--- config.mk ---
export PLATFORM = sky130hd
export DESIGN_NAME = i32v_merge
export DESIGN_NICKNAME = d
export VERILOG_FILES = /design/src/rtl/i32v_pkg.sv /design/src/rtl/i32v_merge.sv
export SDC_FILE = /design/constraint.sdc
export NUM_CORES = 1
export LEC_CHECK = 0
export ABC_AREA = 1
export BUFFER_PORTS_ARGS = -buffer_cell sky130_fd_sc_hd__buf_2
export CAP_MARGIN = 20
export CORE_AREA = 2 2 105 107
export CTS_BUF_LIST = sky130_fd_sc_hd__clkbuf_4
export DETAILED_ROUTE_END_ITERATION = 10
export DIE_AREA = 0 0 107 109
export PLACE_DENSITY = 0.87
export RECOVER_POWER = 100
export SETUP_SLACK_MARGIN = 0.3
export SLEW_MARGIN = 10
export SYNTH_ARGS = -nofsm -noshare
export SYNTH_HDL_FRONTEND = slang
export SYNTH_SLANG_ARGS = --single-unit
--- constraint.sdc ---
create_clock -name clk -period 0.8 [get_ports clk]
set_input_delay 0.08 -clock clk [delete_from_list [all_inputs] [get_ports clk]]
set_output_delay 0.08 -clock clk [all_outputs]
set_load 0.03 [all_outputs]
--- src/rtl/i32v_pkg.sv ---
`default_nettype none
// ----------------------------------------------------------------------------
// i32v_pkg
// Shared types, constants and operation codes of the four-lane integer
// vector ALU.
// ----------------------------------------------------------------------------
package i32v_pkg;

    // Lane geometry
    localparam int LANE_COUNT = 4;
    localparam int LANE_W     = 32;
    localparam int LANE_BITS  = $clog2(LANE_COUNT);
    localparam int MODE_W     = 5;
    localparam int SHAMT_W    = 5;
    // Shuffle mask spans one lane selector per lane
    localparam int SHUF_MASK_W = LANE_COUNT * LANE_BITS;

    localparam logic [LANE_W-1:0] LANE_ONES = {LANE_W{1'b1}};
    localparam logic [LANE_W-1:0] LANE_ZERO = '0;

    typedef logic [LANE_COUNT-1:0][LANE_W-1:0] lane_vec_t;

    // Operation codes
    typedef enum logic [MODE_W-1:0] {
        OP_ADD      = 5'd0,
        OP_SUB      = 5'd1,
        OP_MUL      = 5'd2,
        OP_AND      = 5'd3,
        OP_OR       = 5'd4,
        OP_XOR      = 5'd5,
        OP_NOT      = 5'd6,
        OP_NEG      = 5'd7,
        OP_LT       = 5'd8,
        OP_LE       = 5'd9,
        OP_GT       = 5'd10,
        OP_GE       = 5'd11,
        OP_EQ       = 5'd12,
        OP_NE       = 5'd13,
        OP_SHL      = 5'd14,
        OP_SRA      = 5'd15,
        OP_SRL      = 5'd16,
        OP_SHUF1    = 5'd17,
        OP_SHUF2    = 5'd18,
        OP_BITSEL   = 5'd19,
        OP_REPLACE  = 5'd20,
        OP_FLAG     = 5'd21,
        OP_SPLAT    = 5'd22,
        OP_ZERO     = 5'd23,
        OP_BOOL     = 5'd24,
        OP_SIGNMASK = 5'd25
    } mode_t;

    // Per-lane registered result
    typedef struct packed {
        logic [LANE_W-1:0] value;
        logic              sign;
    } lane_out_t;

    // Control carried alongside the lane stage
    typedef struct packed {
        logic valid;
        logic pack_signs;
        logic bad;
    } ctrl_t;

endpackage : i32v_pkg
`default_nettype wire

--- src/rtl/i32v_merge.sv ---
`default_nettype none
// ----------------------------------------------------------------------------
// i32v_merge
// Combines the lane results: builds the sign mask, zeroes the vector on a
// bad shuffle mask, and drives the output register and strobe.
// ----------------------------------------------------------------------------
module i32v_merge (
    input  wire logic                                  clk,
    input  wire logic                                  rst_n,
    input  wire i32v_pkg::ctrl_t                       ctrl,
    input  wire i32v_pkg::lane_out_t [i32v_pkg::LANE_COUNT-1:0] lanes,
    output logic                                       done,
    output i32v_pkg::lane_vec_t                        result,
    output logic                                       bad_argument
);
    import i32v_pkg::*;

    logic [LANE_COUNT-1:0] signs;
    lane_vec_t             result_next;
    lane_vec_t             result_reg;
    logic                  done_reg;
    logic                  bad_reg;

    // Merge lane values
    always_comb
    begin
        for (int i = 0; i < LANE_COUNT; i++)
        begin
            signs[i]       = lanes[i].sign;
            result_next[i] = lanes[i].value;
        end
        if (ctrl.pack_signs)
        begin
            result_next    = '0;
            result_next[0] = LANE_W'(signs);
        end
        if (ctrl.bad)
        begin
            result_next = '0;
        end
    end

    // Output strobe
    always_ff @(posedge clk or negedge rst_n)
    begin
        if (!rst_n)
        begin
            done_reg <= 1'b0;
        end
        else
        begin
            done_reg <= ctrl.valid;
        end
    end

    // Output payload
    always_ff @(posedge clk)
    begin
        result_reg <= result_next;
        bad_reg    <= ctrl.bad;
    end

    assign done         = done_reg;
    assign result       = result_reg;
    assign bad_argument = bad_reg;

endmodule : i32v_merge
`default_nettype wire

---- After elaboration in Yosys (flattened, before gate mapping) ----
Index checks and enable logic that the tools add are counted.
storage, ports and cells
  flip-flop bits (word level) ............. 130
  input bits .............................. 137
  output and inout port bits .............. 130
  word-level logic and storage cells ...... 9
cells by class
  muxes and demuxes ....................... 1
  reductions and logical operators ........ 1
operators with widths
  cell                count
  4-bit two-way mux   1
  2-bit OR reduction  1

---- Longest topological paths before layout ----
  depth after elaboration ................. 1
  depth in mapped cells ................... 6
  gate-level depth less buffers ........... 4

---- Worst setup path before layout ----
OpenSTA, ideal clock, no wires.
  path type ............................... input to register
  start ................................... input port ctrl[1] in the netlist's numbering
  end ..................................... register result_reg, in the netlist result[10]
  library setup time ...................... 61 ps
  arrival ................................. 912 ps
  data required time ...................... 739 ps
  path slack .............................. -173 ps
  cell stages on the path ................. 6
  path buffers ............................ 4
  cell sequence ........................... buf_6 or2_1 buf_6 buf_8 buf_12 nor2_4
between the ends
  longest elaborated chain between the ends .. 1
RTL lines
  item                                 RTL line          source
  from (decl)                          i32v_merge.sv:10  input wire i32v_pkg::ctrl_t ctrl,
  2-bit OR reduction (no source line)  -
  to (signal assigned)                 i32v_merge.sv:59  result_reg <= result_next;
  to (decl)                            i32v_merge.sv:20  lane_vec_t result_reg;
No other way between the ends.
A chain may end at the register's enable or synchronous reset.

---- Worst setup path after layout ----
  start ................................... register done_reg (netlist: done)
  end ..................................... output port done
RTL lines
  item                    RTL line          source
  from (decl)             i32v_merge.sv:21  logic done_reg;
  from (signal assigned)  i32v_merge.sv:52  done_reg <= ctrl.valid;
  to (decl)               i32v_merge.sv:12  output logic done,
No word-level cell between the ends.

==> flow_metrics.py <==
metrics = {
    "status": {
        "status": "finished, violations left",
        "violations": "hold timing, setup timing",
    },
    "yosys": {
        "synthSimpleGateAreaFrac": 0.231,
        "ys_ff_latch": 130,
        "syn_nets": 552,
        "synth_area_leaders": "dfxtp_1, nor2_4, inv_1, nor2_1, buf_12",
        "synthCells": 415,
        "synth_top_family_by_area": "simple AND/OR/NAND/NOR gates",
        "synth_area_um2": 4250,
        "synth_fa_ha_area_frac": 0,
        "synth_top_area_cell": "dfxtp_1",
        "avgSynthCellArea_um2": 10.3,
        "synthXorXnorAreaFrac": 0,
        "yosysWarnings": 0,
        "synth-compound-area-share": 0,
        "synth_cell_types": 11,
        "yosysSeqAreaShare": 0.613,
        "synth_top_area_share": 0.607,
        "synth.area.mux_share": 0,
    },
    "setup_path": {
        "crit_chain": "buf_6",
        "crit_type": "reg -> out",
        "crit_path_end_kind": "primary output",
        "cp-start-kind": "flip-flop",
        "crit_buf_inv": 1,
        "required_ps": 720,
        "worst_path_largest_cell_delay_ps": 420,
        "crit_path_top_delay_cell": "dfrtp_2",
        "crit_path_max_fanout": 1,
        "arrival_ps": 1050,
        "critical_path.top_delay_family": "flip-flops",
    },
    "cells_and_area": {
        "multi_input_area_um2": 972,
        "nFillCells": 533,
        "register_area_um2": 2770,
        "synthToLayoutAreaGrowth_pct": 96.5,
        "largest_reg_flops": 128,
        "drive_above_1_share": 0.586,
        "num-nets-final": 972,
    },
    "timing": {
        "worst_pin_slew_ps": 770,
        "setup_viol": 198,
        "drv_slew": 0,
        "grt_setup_unrepaired": "yes",
        "period_needed_ps": 1130,
        "tns_ps": -34550,
        "worst_slack_ps": -334,
        "slew_headroom": 0.487,
        "fmax_mhz": 882,
        "finalHoldViolations": 1,
        "finalCritPeriodShare": 1.42,
        "holdWs_ps": -0.558,
    },
    "die": {
        "die-width_um": 107,
        "ioPinCount": 267,
        "core_um2": 10600,
        "dieArea_um2": 11700,
        "rows": 38,
        "die_h_um": 109,
        "initial_utilization": 0.401,
    },
    "run": {
        "maxCapViolCount": 0,
    },
    "detailed_routing": {
        "drc_errors": 0,
        "drtPass1Iterations": 4,
        "viasPerCell": 4.22,
        "wl_per_cell_um": 15.9,
        "drt_iter0_drc": 112,
        "dr_total_vias": 4177,
        "drtAntennaViolNets": 0,
        "wl_um": 15700,
    },
    "clock_network": {
        "clk_pin_slew_worst_paths_ps": 140,
        "cts_tree": "built",
        "cts_max_path_buffers": 2,
        "numCtsBuffers": 17,
        "cts_setup_buffers": 0,
        "numClockSinks": 130,
        "cts_max_level": 4,
        "cts-root-buf": "clkbuf_4",
    },
    "pwr": {
        "peakVddDrop_v": 0.00124,
        "power_leakage_uw": 0.00428,
        "fin_total_pwr_uw": 14700,
        "power_density_nw_per_um2": 1760,
    },
    "placed_design": {
        "gp_congestion": 0.815,
        "port_buffers": 266,
        "dp_hpwl_um": 7380,
    },
    "global_routing": {
        "antenna_found_initial": 1,
        "grt_usage": 0.270,
        "grt_pass1_wl_um": 23200,
        "grt_pass1_vias": 4854,
        "grt_max_degree": 28,
        "grt_remaining_overflow": 0,
    },
    "min_path": {
        "hp-class": "in -> reg",
    },
}
==> Yosys cell counts <==
cell / number
dfxtp_1: 129
inv_1: 129
nor2_1: 72
nor2_4: 60
nand2_1: 8
buf_12: 6
clkbuf_1: 6
buf_6: 2
buf_8: 1
dfrtp_1: 1
or2_1: 1
==> cell usage in the layout, fill, tap and decap left out, drive strengths merged <==
cell,synthesis,routed
buf,9,272
or2,1,1
dfrtp,1,1
inv,129,132
dlygate4sd3,0,133
diode,0,1
nor2,132,132
clkbuf,6,27
clkinvlp,0,3
dfxtp,129,129
clkinv,0,3
dlymetal6s4s,0,3
bufinv,0,4
nand2,8,8
==> metal layers <==
| metal | global-route usage | part of all wire |
|---|---|---|
| met3 | 0.0944 | 0.068 |
| met2 | 0.524 | 0.57 |
| met5 | 0 | 0 |
| met4 | 0.229 | 0.070 |
| met1 | 0.210 | 0.29 |
==> per-stage QoR <==
stage	hold WS [ps]	instance area, um2	util	setup WS (ps)	std cells
final	-0.558	8360	0.788	-334	989
after global routing	-34.7	8360	0.788	-422	989
after CTS	-74.4	8380	0.790	-363	988
after detailed placement	-138	5800	0.547	-217	820
after global placement	-145	5800	0.547	-180	820
after floorplan	-216	4380	-	-149	415
==> timing repair <==
item | CTS | global route
hold buffers | 136 | 1
setup endpoints to repair | 130 | 136
resized for setup | 320 | 8
pin swaps | 0 | 4
hold endpoints to repair | 131 | 6
==> path summary, 6_finish.rpt <==
path	startpoint	end	slack, ps	cells past startpoint
min in group asynchronous	rst_n	done	450	3
setup / recovery	done	done	-330	1
hold / removal	ctrl[1]	result[0]	-0.6	4
max in group asynchronous	rst_n	done	230	3
==> kinds of logic (layout without fill, tap and decap cells) <==
family,after synthesis,in the layout
buf+inv,144,577
simple gates,141,141
flops,130,130
other cells,0,1
==> where the power goes <==
| group | internal, uW | total (uW) | leakage [uW] | switching (uW) |
|---|---|---|---|---|
| sequential | 6790 | 6940 | 0.00112 | 147 |
| clock | 2560 | 5020 | 0.000167 | 2460 |
| combinational | 1370 | 2760 | 0.00299 | 1380 |
| total | 10700 | 14700 | 0.00428 | 3990 |
==> layout make-up <==
cell class / instances / area share
multi-input combinational: 141 / 0.116
timing repair buffer: 416 / 0.434
inverter: 129 / 0.0579
clock buffer: 19 / 0.0171
clock inverter: 13 / 0.0219
sequential: 130 / 0.331
tap: 140 / 0.0210
antenna: 1 / 0.000299
(Power assumes the default switching activity.)
