==> src/rtl/i32v_pkg.sv <==
`default_nettype none
// ----------------------------------------------------------------------------
// i32v_pkg
// Shared types, constants and operation codes of the four-lane integer
// vector ALU.
// ----------------------------------------------------------------------------
package i32v_pkg;

    // Lane geometry
    localparam int LANE_COUNT = 4;
    localparam int LANE_W     = 32;
    localparam int LANE_BITS  = $clog2(LANE_COUNT);
    localparam int MODE_W     = 5;
    localparam int SHAMT_W    = 5;
    // Shuffle mask spans one lane selector per lane
    localparam int SHUF_MASK_W = LANE_COUNT * LANE_BITS;

    localparam logic [LANE_W-1:0] LANE_ONES = {LANE_W{1'b1}};
    localparam logic [LANE_W-1:0] LANE_ZERO = '0;

    typedef logic [LANE_COUNT-1:0][LANE_W-1:0] lane_vec_t;

    // Operation codes
    typedef enum logic [MODE_W-1:0] {
        OP_ADD      = 5'd0,
        OP_SUB      = 5'd1,
        OP_MUL      = 5'd2,
        OP_AND      = 5'd3,
        OP_OR       = 5'd4,
        OP_XOR      = 5'd5,
        OP_NOT      = 5'd6,
        OP_NEG      = 5'd7,
        OP_LT       = 5'd8,
        OP_LE       = 5'd9,
        OP_GT       = 5'd10,
        OP_GE       = 5'd11,
        OP_EQ       = 5'd12,
        OP_NE       = 5'd13,
        OP_SHL      = 5'd14,
        OP_SRA      = 5'd15,
        OP_SRL      = 5'd16,
        OP_SHUF1    = 5'd17,
        OP_SHUF2    = 5'd18,
        OP_BITSEL   = 5'd19,
        OP_REPLACE  = 5'd20,
        OP_FLAG     = 5'd21,
        OP_SPLAT    = 5'd22,
        OP_ZERO     = 5'd23,
        OP_BOOL     = 5'd24,
        OP_SIGNMASK = 5'd25
    } mode_t;

    // Per-lane registered result
    typedef struct packed {
        logic [LANE_W-1:0] value;
        logic              sign;
    } lane_out_t;

    // Control carried alongside the lane stage
    typedef struct packed {
        logic valid;
        logic pack_signs;
        logic bad;
    } ctrl_t;

endpackage : i32v_pkg
`default_nettype wire

==> src/rtl/i32v_lane.sv <==
`default_nettype none
// ----------------------------------------------------------------------------
// i32v_lane
// One 32-bit lane: computes the lane's result for every operation and
// registers it together with the sign bit of its a element.
// ----------------------------------------------------------------------------
module i32v_lane (
    input  wire logic                        clk,
    input  wire logic [i32v_pkg::LANE_BITS-1:0] lane_id,
    input  wire logic [i32v_pkg::MODE_W-1:0] mode,
    input  wire i32v_pkg::lane_vec_t         a,
    input  wire i32v_pkg::lane_vec_t         b,
    input  wire logic [i32v_pkg::LANE_W-1:0] c_elem,
    input  wire logic [i32v_pkg::LANE_W-1:0] scalar,
    input  wire logic [i32v_pkg::LANE_BITS-1:0] lane_index,
    output i32v_pkg::lane_out_t              lane_out
);
    import i32v_pkg::*;

    logic [LANE_W-1:0]    a_elem;
    logic [LANE_W-1:0]    b_elem;
    logic [SHAMT_W-1:0]   shamt;
    logic [LANE_BITS-1:0] shuf_src;
    logic                 use_b;
    logic [LANE_W-1:0]    value_next;
    lane_out_t            lane_reg;

    assign a_elem = a[lane_id];
    assign b_elem = b[lane_id];
    assign shamt  = scalar[SHAMT_W-1:0];

    // Shuffle source lane: selector field of this lane in the mask
    assign shuf_src = scalar[lane_id * LANE_BITS +: LANE_BITS];
    assign use_b    = (mode_t'(mode) == OP_SHUF2) &&
                      ({1'b0, lane_id} >= (LANE_BITS+1)'(LANE_COUNT / 2));

    // Lane operation
    always_comb
    begin
        unique case (mode_t'(mode))
            OP_ADD:      value_next = a_elem + b_elem;
            OP_SUB:      value_next = a_elem - b_elem;
            OP_MUL:      value_next = a_elem * b_elem;
            OP_AND:      value_next = a_elem & b_elem;
            OP_OR:       value_next = a_elem | b_elem;
            OP_XOR:      value_next = a_elem ^ b_elem;
            OP_NOT:      value_next = ~a_elem;
            OP_NEG:      value_next = LANE_ZERO - a_elem;
            OP_LT:       value_next = ($signed(a_elem) <  $signed(b_elem)) ? LANE_ONES : LANE_ZERO;
            OP_LE:       value_next = ($signed(a_elem) <= $signed(b_elem)) ? LANE_ONES : LANE_ZERO;
            OP_GT:       value_next = ($signed(a_elem) >  $signed(b_elem)) ? LANE_ONES : LANE_ZERO;
            OP_GE:       value_next = ($signed(a_elem) >= $signed(b_elem)) ? LANE_ONES : LANE_ZERO;
            OP_EQ:       value_next = (a_elem == b_elem) ? LANE_ONES : LANE_ZERO;
            OP_NE:       value_next = (a_elem != b_elem) ? LANE_ONES : LANE_ZERO;
            OP_SHL:      value_next = a_elem << shamt;
            OP_SRA:      value_next = LANE_W'($signed(a_elem) >>> shamt);
            OP_SRL:      value_next = a_elem >> shamt;
            OP_SHUF1,
            OP_SHUF2:    value_next = use_b ? b[shuf_src] : a[shuf_src];
            OP_BITSEL:   value_next = (a_elem & b_elem) | (~a_elem & c_elem);
            OP_REPLACE:  value_next = (lane_id == lane_index) ? scalar : a_elem;
            OP_FLAG:     value_next = (lane_id != lane_index) ? a_elem :
                                      ((scalar != LANE_ZERO) ? LANE_ONES : LANE_ZERO);
            OP_SPLAT:    value_next = scalar;
            OP_BOOL:     value_next = scalar[lane_id] ? LANE_ONES : LANE_ZERO;
            // zero, sign mask (built in the merge stage) and unused codes
            default:     value_next = LANE_ZERO;
        endcase
    end

    // Lane result register
    always_ff @(posedge clk)
    begin
        lane_reg.value <= value_next;
        lane_reg.sign  <= a_elem[LANE_W-1];
    end

    assign lane_out = lane_reg;

endmodule : i32v_lane
`default_nettype wire

==> config.mk <==
export PLATFORM = sky130hd
export DESIGN_NAME = i32v_lane
export DESIGN_NICKNAME = d
export VERILOG_FILES = /design/src/rtl/i32v_pkg.sv /design/src/rtl/i32v_lane.sv
export SDC_FILE = /design/constraint.sdc
export NUM_CORES = 2
export LEC_CHECK = 0
export ABC_AREA = 1
export BUFFER_PORTS_ARGS = -buffer_cell sky130_fd_sc_hd__buf_2
export CORE_MARGIN = 2
export CORE_UTILIZATION = 30
export CTS_BUF_LIST = sky130_fd_sc_hd__clkbuf_2 sky130_fd_sc_hd__clkbuf_4 sky130_fd_sc_hd__clkbuf_8
export CTS_CLUSTER_SIZE = 30
export DETAILED_ROUTE_END_ITERATION = 6
export PLACE_DENSITY = 0.53
export SETUP_SLACK_MARGIN = 0.4
export SYNTH_ARGS = -nofsm -noshare
export SYNTH_HDL_FRONTEND = slang
export SYNTH_SLANG_ARGS = --single-unit
==> constraint.sdc <==
create_clock -name clk -period 10.5 [get_ports clk]
set_input_delay 0 -clock clk [delete_from_list [all_inputs] [get_ports clk]]
set_output_delay 0 -clock clk [all_outputs]
set_load 0.01 [all_outputs]
**After elaboration in Yosys (flattened, before gate mapping)**

Index checks and enable logic that the tools add are counted.

- $add $sub $neg: 3
- Multipliers: 1
- Order comparisons: 8
- Equality and inequality tests: 27
- Shift operators: 4
- Multiplexer cells: 22
- Bitwise logic cells: 6
- Reduce and logical (&&, ||, !) cells: 4

Operators with widths:

| operator | number |
|---|---|
| one-hot mux 32 bit (23 select lines) | 1 |
| two-way mux 32 bit | 15 |
| binary-select mux 32 bit (select 2 bit) | 4 |
| bitwise AND 32 bit | 2 |
| OR 32 bit | 2 |
| == test 5 x 4 -> 1 bit (second input constant) | 8 |
| == test 5 bit (second input constant) | 8 |
| adder 32 bit | 1 |
| == test 32 bit | 1 |
| >= comparator 32 bit | 1 |
| > comparator 32 bit | 1 |
| <= comparator 32 bit | 1 |
| less-than comparator 32 bit | 1 |
| multiplier 32 x 32 -> 32 bit | 1 |
| != test 32 bit | 1 |
| inverter 32 bit | 1 |
| nonzero test 32 bit | 1 |
| variable part select 32 x 4 -> 2 bit | 1 |
| left shift 32 x 5 -> 32 bit | 1 |
| >> shifter 32 x 5 -> 32 bit | 1 |
| >>> shifter 32 x 5 -> 32 bit | 1 |
| subtractor 1 x 32 -> 32 bit (first input constant) | 1 |
| subtractor 32 bit | 1 |
| XOR 32 bit | 1 |
| 13 further kinds | 18 |

- Register bits after elaboration: 33
- Input bits: 330
- Output and inout port bits: 33
- Logic and storage cells: 77

**Longest topological paths before layout**

- Depth in word-level cells: 6
- Gate-level depth with buffers: 41
- Mapped depth without buffers: 37

**Worst setup path before layout**

OpenSTA, ideal clock, no wires.

- Path type: input -> register
- Start point: in lane_id[1] in the netlist's numbering
- End point: reg lane_reg (netlist bit lane_out[28])
- Library setup time: 0.121 ns
- Data arrival time: 7.059 ns
- Required time: 10.379 ns
- Setup slack: 3.320 ns
- Cell stages on the path: 34
- Path buffers: 5
- Cells stage by stage: buf_4 inv_4 buf_4 buf_4 nand3_1 nand2_1 buf_2 buf_1 nor2_1 fa_1 fa_1 fa_1 inv_1 fa_1 inv_1 fa_1 inv_1 fa_1 inv_1 fa_1 fa_1 ha_1 nand2_1 nor2_1 nand2_1 o311ai_0 a21o_1 nand3_1 nand2_1 nand2_1 nand3_1 nand3_1 nor2_1 nand3_1

- Cells in the longest elaborated chain, start to end: 6
- Elaborated cells between the ends (all ways): 45
- Classes of those cells: add/sub (3); mul (1); order compare (5); eq/ne (4); shift (4); mux (21); bitwise (6); reduce/logical (1)

RTL lines:

| what | RTL line | source |
|---|---|---|
| start, declared | i32v_lane.sv:9 | `input wire logic [i32v_pkg::LANE_BITS-1:0] lane_id,` |
| branches (longest 5 deep; another with multiplier 32 x 32 -> 32 bit) | n/a |  |
| one-hot mux 32 bit (23 select lines) (*) | i32v_lane.sv:40 | `unique case (mode_t'(mode))` |
| named net value_next[27] | i32v_lane.sv:25 | `logic [LANE_W-1:0] value_next;` |
| end, declared | i32v_lane.sv:26 | `lane_out_t lane_reg;` |

Mark *: on every way through the listed nets, which the timed path passes. The select of a mux whose other input is x is not followed.

**Worst setup path in the final report**

- Start point: in lane_id[0] in the netlist's numbering
- End point: reg lane_reg (netlist bit lane_out[27])

The elaborated chain is that of the path after synthesis.

==> run_results.csv <==
group,metric,value,unit
outcome,status,"finished clean",
clock_tree,clkTransAtPathRegs,0.10,ns
route,antenna_left,0,
cells_and_area,largest_reg_flops,33,
clock_tree,cts_setup_buffers,0,
critical_path,slowest_delay,0.86,ns
min_path,hp-start,"c_elem[23]",
route,wl_per_cell,29.44,um
timing,period_minus_slack,8.849,ns
clock_tree,ctsHoldBuffers,0,
clock_tree,clk_path_buf_depth,2,
route,avgViaCountPerCell,5.747,
critical_path,cp_slowest_cell,"nand2_1",
cells_and_area,fillers,12250,
clock_tree,cts_root_buffer,"clkbuf_8",
critical_path,cp_common_cell,"fa_1",
die,start_util,30.14,%
die,die_area,111700,um2
route,vias,39840,
placement,place.gp.congestion,1.063,
timing,fin_tns_setup,0,ns
global_route,grt_pass1_vias,38210,
cells_and_area,syn2layout_area_growth,9.667,%
logic_synthesis,ys_types,70,
die,die_w,334.2,um
run,cap_violations,0,
route,first_pass_iters,6,
critical_path,cp.arrival,9.09,ns
logic_synthesis,synth.top_cell.area_share,25.09,%
logic_synthesis,syn_avg_cell_area,6.148,um2
logic_synthesis,yosys_warnings,0,
die,core_area,108600,um2
critical_path,worstSetupStartpoint,"lane_id[0]",
timing,max_freq,0.1130,GHz
placement,port_buffers,362,
critical_path,cp_max_fo,89,
critical_path,crit_end,"lane_out[27]",
clock_tree,cts_tree,"yes",
route,drc_errors,0,
clock_tree,clkSinkCount,33,
logic_synthesis,synth_enable_flop_cells,0,
critical_path,path_class,"input pin to flip-flop",
global_route,grt_usage,35.71,%
cells_and_area,layout-drive-gt1-share,11.66,%
timing,finalSetupViolations,0,
clock_tree,numCtsBuffers,5,
logic_synthesis,synth_top_flop_cell,"dfxtp_1",
logic_synthesis,synth.largest_area_cell,"fa_1",
cells_and_area,fin_nets,6467,
die,rows,121,
global_route,grt_antenna_before_repair,27,
timing,worst_pin_slew,1.175,ns
min_path,hold_path_class,"input pin to flip-flop",
timing,max_slew_margin,20.43,%
timing,hold_violations,0,
critical_path,critPathCaptureType,"flip-flop",
logic_synthesis,synth_area_leaders,"fa_1 (25%), nand2_1 (14%), nor2_1 (8.7%)",
placement,dp_hpwl,163600,um
global_route,gr-total-overflow,0,
global_route,grt_max_degree,111,
die,die_h,334.2,um
logic_synthesis,syn-num-nets,6282,
critical_path,critPathLaunchType,"input pin",
timing,rsz0062_at_grt,"no",
logic_synthesis,synth_seq_area_share,2.019,%
route,drt_iter0_drc,5629,
logic_synthesis,synthArstFlopShare,0,%
clock_tree,htree_num_levels,2,
logic_synthesis,ys_ff_latch,33,
route,routed_wl,204100,um
critical_path,cp.required,10.74,ns
logic_synthesis,netlist_area,32720,um2
logic_synthesis,synth_cells,5322,
global_route,grt_pass1_wl,285500,um
timing,post-route-period-util,84.27,%
timing,final_max_slew_viol_count,0,
clock_tree,post_cts_resized,0,
die,ioPinCount,363,
[cell families (layout without fill, tap and decap cells)]
kind of cell / Yosys count / in the layout / share of synthesized area (%)
AO/OA/AOI/OAI: 1003 / 1003 / 17.86
XOR/XNOR: 27 / 27 / 0.7228
adder cells (fa/ha/maj): 630 / 630 / 33.50
buffers and inverters: 1080 / 1266 / 13.41
flip-flops: 33 / 33 / 2.019
multiplexers: 8 / 8 / 0.2448
other: 0 / 11 / 0
AND/OR/NAND/NOR: 2541 / 2541 / 32.24
[critical path: cells and delay by family]
kind | cells | cell delay, ns
AOI/OAI and AO/OA | 4 | 1.41
adders and majority gates | 9 | 4.33
buffers and inverters | 6 | 1.44
and+or+nand+nor | 8 | 1.78
[cells in the mapped netlist (all sizes together) (2+ instances only)]
cell / number
a2111oi: 3
a211oi: 14
a21boi: 5
a21o: 12
a21oi: 249
a221oi: 15
a22o: 2
a22oi: 2
a31oi: 10
and2: 7
and3: 2
buf: 134
clkbuf: 164
clkinv: 11
dfxtp: 33
fa: 410
ha: 220
inv: 771
mux2i: 8
nand2: 1277
nand3: 332
nand3b: 9
nand4: 56
nor2: 767
nor3: 52
nor4: 24
o2111a: 2
o2111ai: 21
o211ai: 67
o21a: 5
o21ai: 494
o21bai: 5
o221a: 3
o221ai: 49
o22ai: 26
o311ai: 8
o31ai: 6
or2: 14
xnor2: 13
xor2: 14
[area by class of cell]
cell class | count | area (um2) | area share, %
multi-input cells | 4209 | 27700 | 77.19
well taps | 1414 | 1769 | 4.931
clock buffers | 5 | 68.82 | 0.1918
flip-flops and latches | 33 | 660.6 | 1.841
diodes | 11 | 27.53 | 0.07671
repair buffers | 476 | 2695 | 7.511
inverters | 782 | 2945 | 8.208
clock inverters | 3 | 17.52 | 0.04882
[layer usage]
metal / routed length, um / track usage, % / up-vias / share of wire, %
li1: - / - / 17420 / -
met1: 80220 / 46.15 / 19230 / 39
met2: 86500 / 54.59 / 2636 / 42
met3: 21140 / 6.494 / 554 / 10
met4: 16180 / 23.17 / 6 / 7.9
met5: 38 / 0 / - / 0.019
[placed cells by master (no fill, tap or decap), types with 33 or more instances in the layout]
| cell type | n |
|---|---|
| dfxtp_1 | 33 |
| o211ai_1 | 63 |
| buf_2 | 361 |
| nand2_2 | 37 |
| buf_4 | 113 |
| inv_2 | 55 |
| ha_1 | 220 |
| nor2_1 | 753 |
| o21ai_1 | 87 |
| o21ai_0 | 401 |
| nand2_1 | 1237 |
| o221ai_1 | 49 |
| nor3_1 | 45 |
| nand4_1 | 54 |
| nand3_1 | 327 |
| inv_1 | 714 |
| fa_1 | 410 |
| a21oi_1 | 245 |
[how the worst min path moves through the flow]
stage | cells after the start | end | slack (ns)
2_1_floorplan | 4 | lane_out[26] | 0.24
3_3_place_gp | 1 | lane_out[23] | 0.40
3_5_place_dp | 1 | lane_out[13] | 0.39
4_1_cts | 5 | lane_out[24] | 0.11
5_1_grt | 5 | lane_out[24] | 0.13
6_report | 5 | lane_out[24] | 0.11
[through the flow]
stage / utilization, % / hold WS (ns) / area, um2 / instances / worst slack (ns)
6_report: 33.06 / 0.1108 / 35880 / 6933 / 1.651
5_1_grt: 33.04 / 0.1313 / 35860 / 6926 / 1.359
4_1_cts: 33.03 / 0.1110 / 35850 / 6922 / 1.768
3_5_place_dp: 32.95 / 0.3942 / 35770 / 6914 / 1.429
3_3_place_gp: 32.95 / 0.4009 / 35770 / 6914 / 1.415
2_1_floorplan: - / 0.2383 / 32720 / 5322 / 3.320
Power is not shown: default switching activity piles up to over one toggle a cycle in this logic, so the estimate is an artifact.
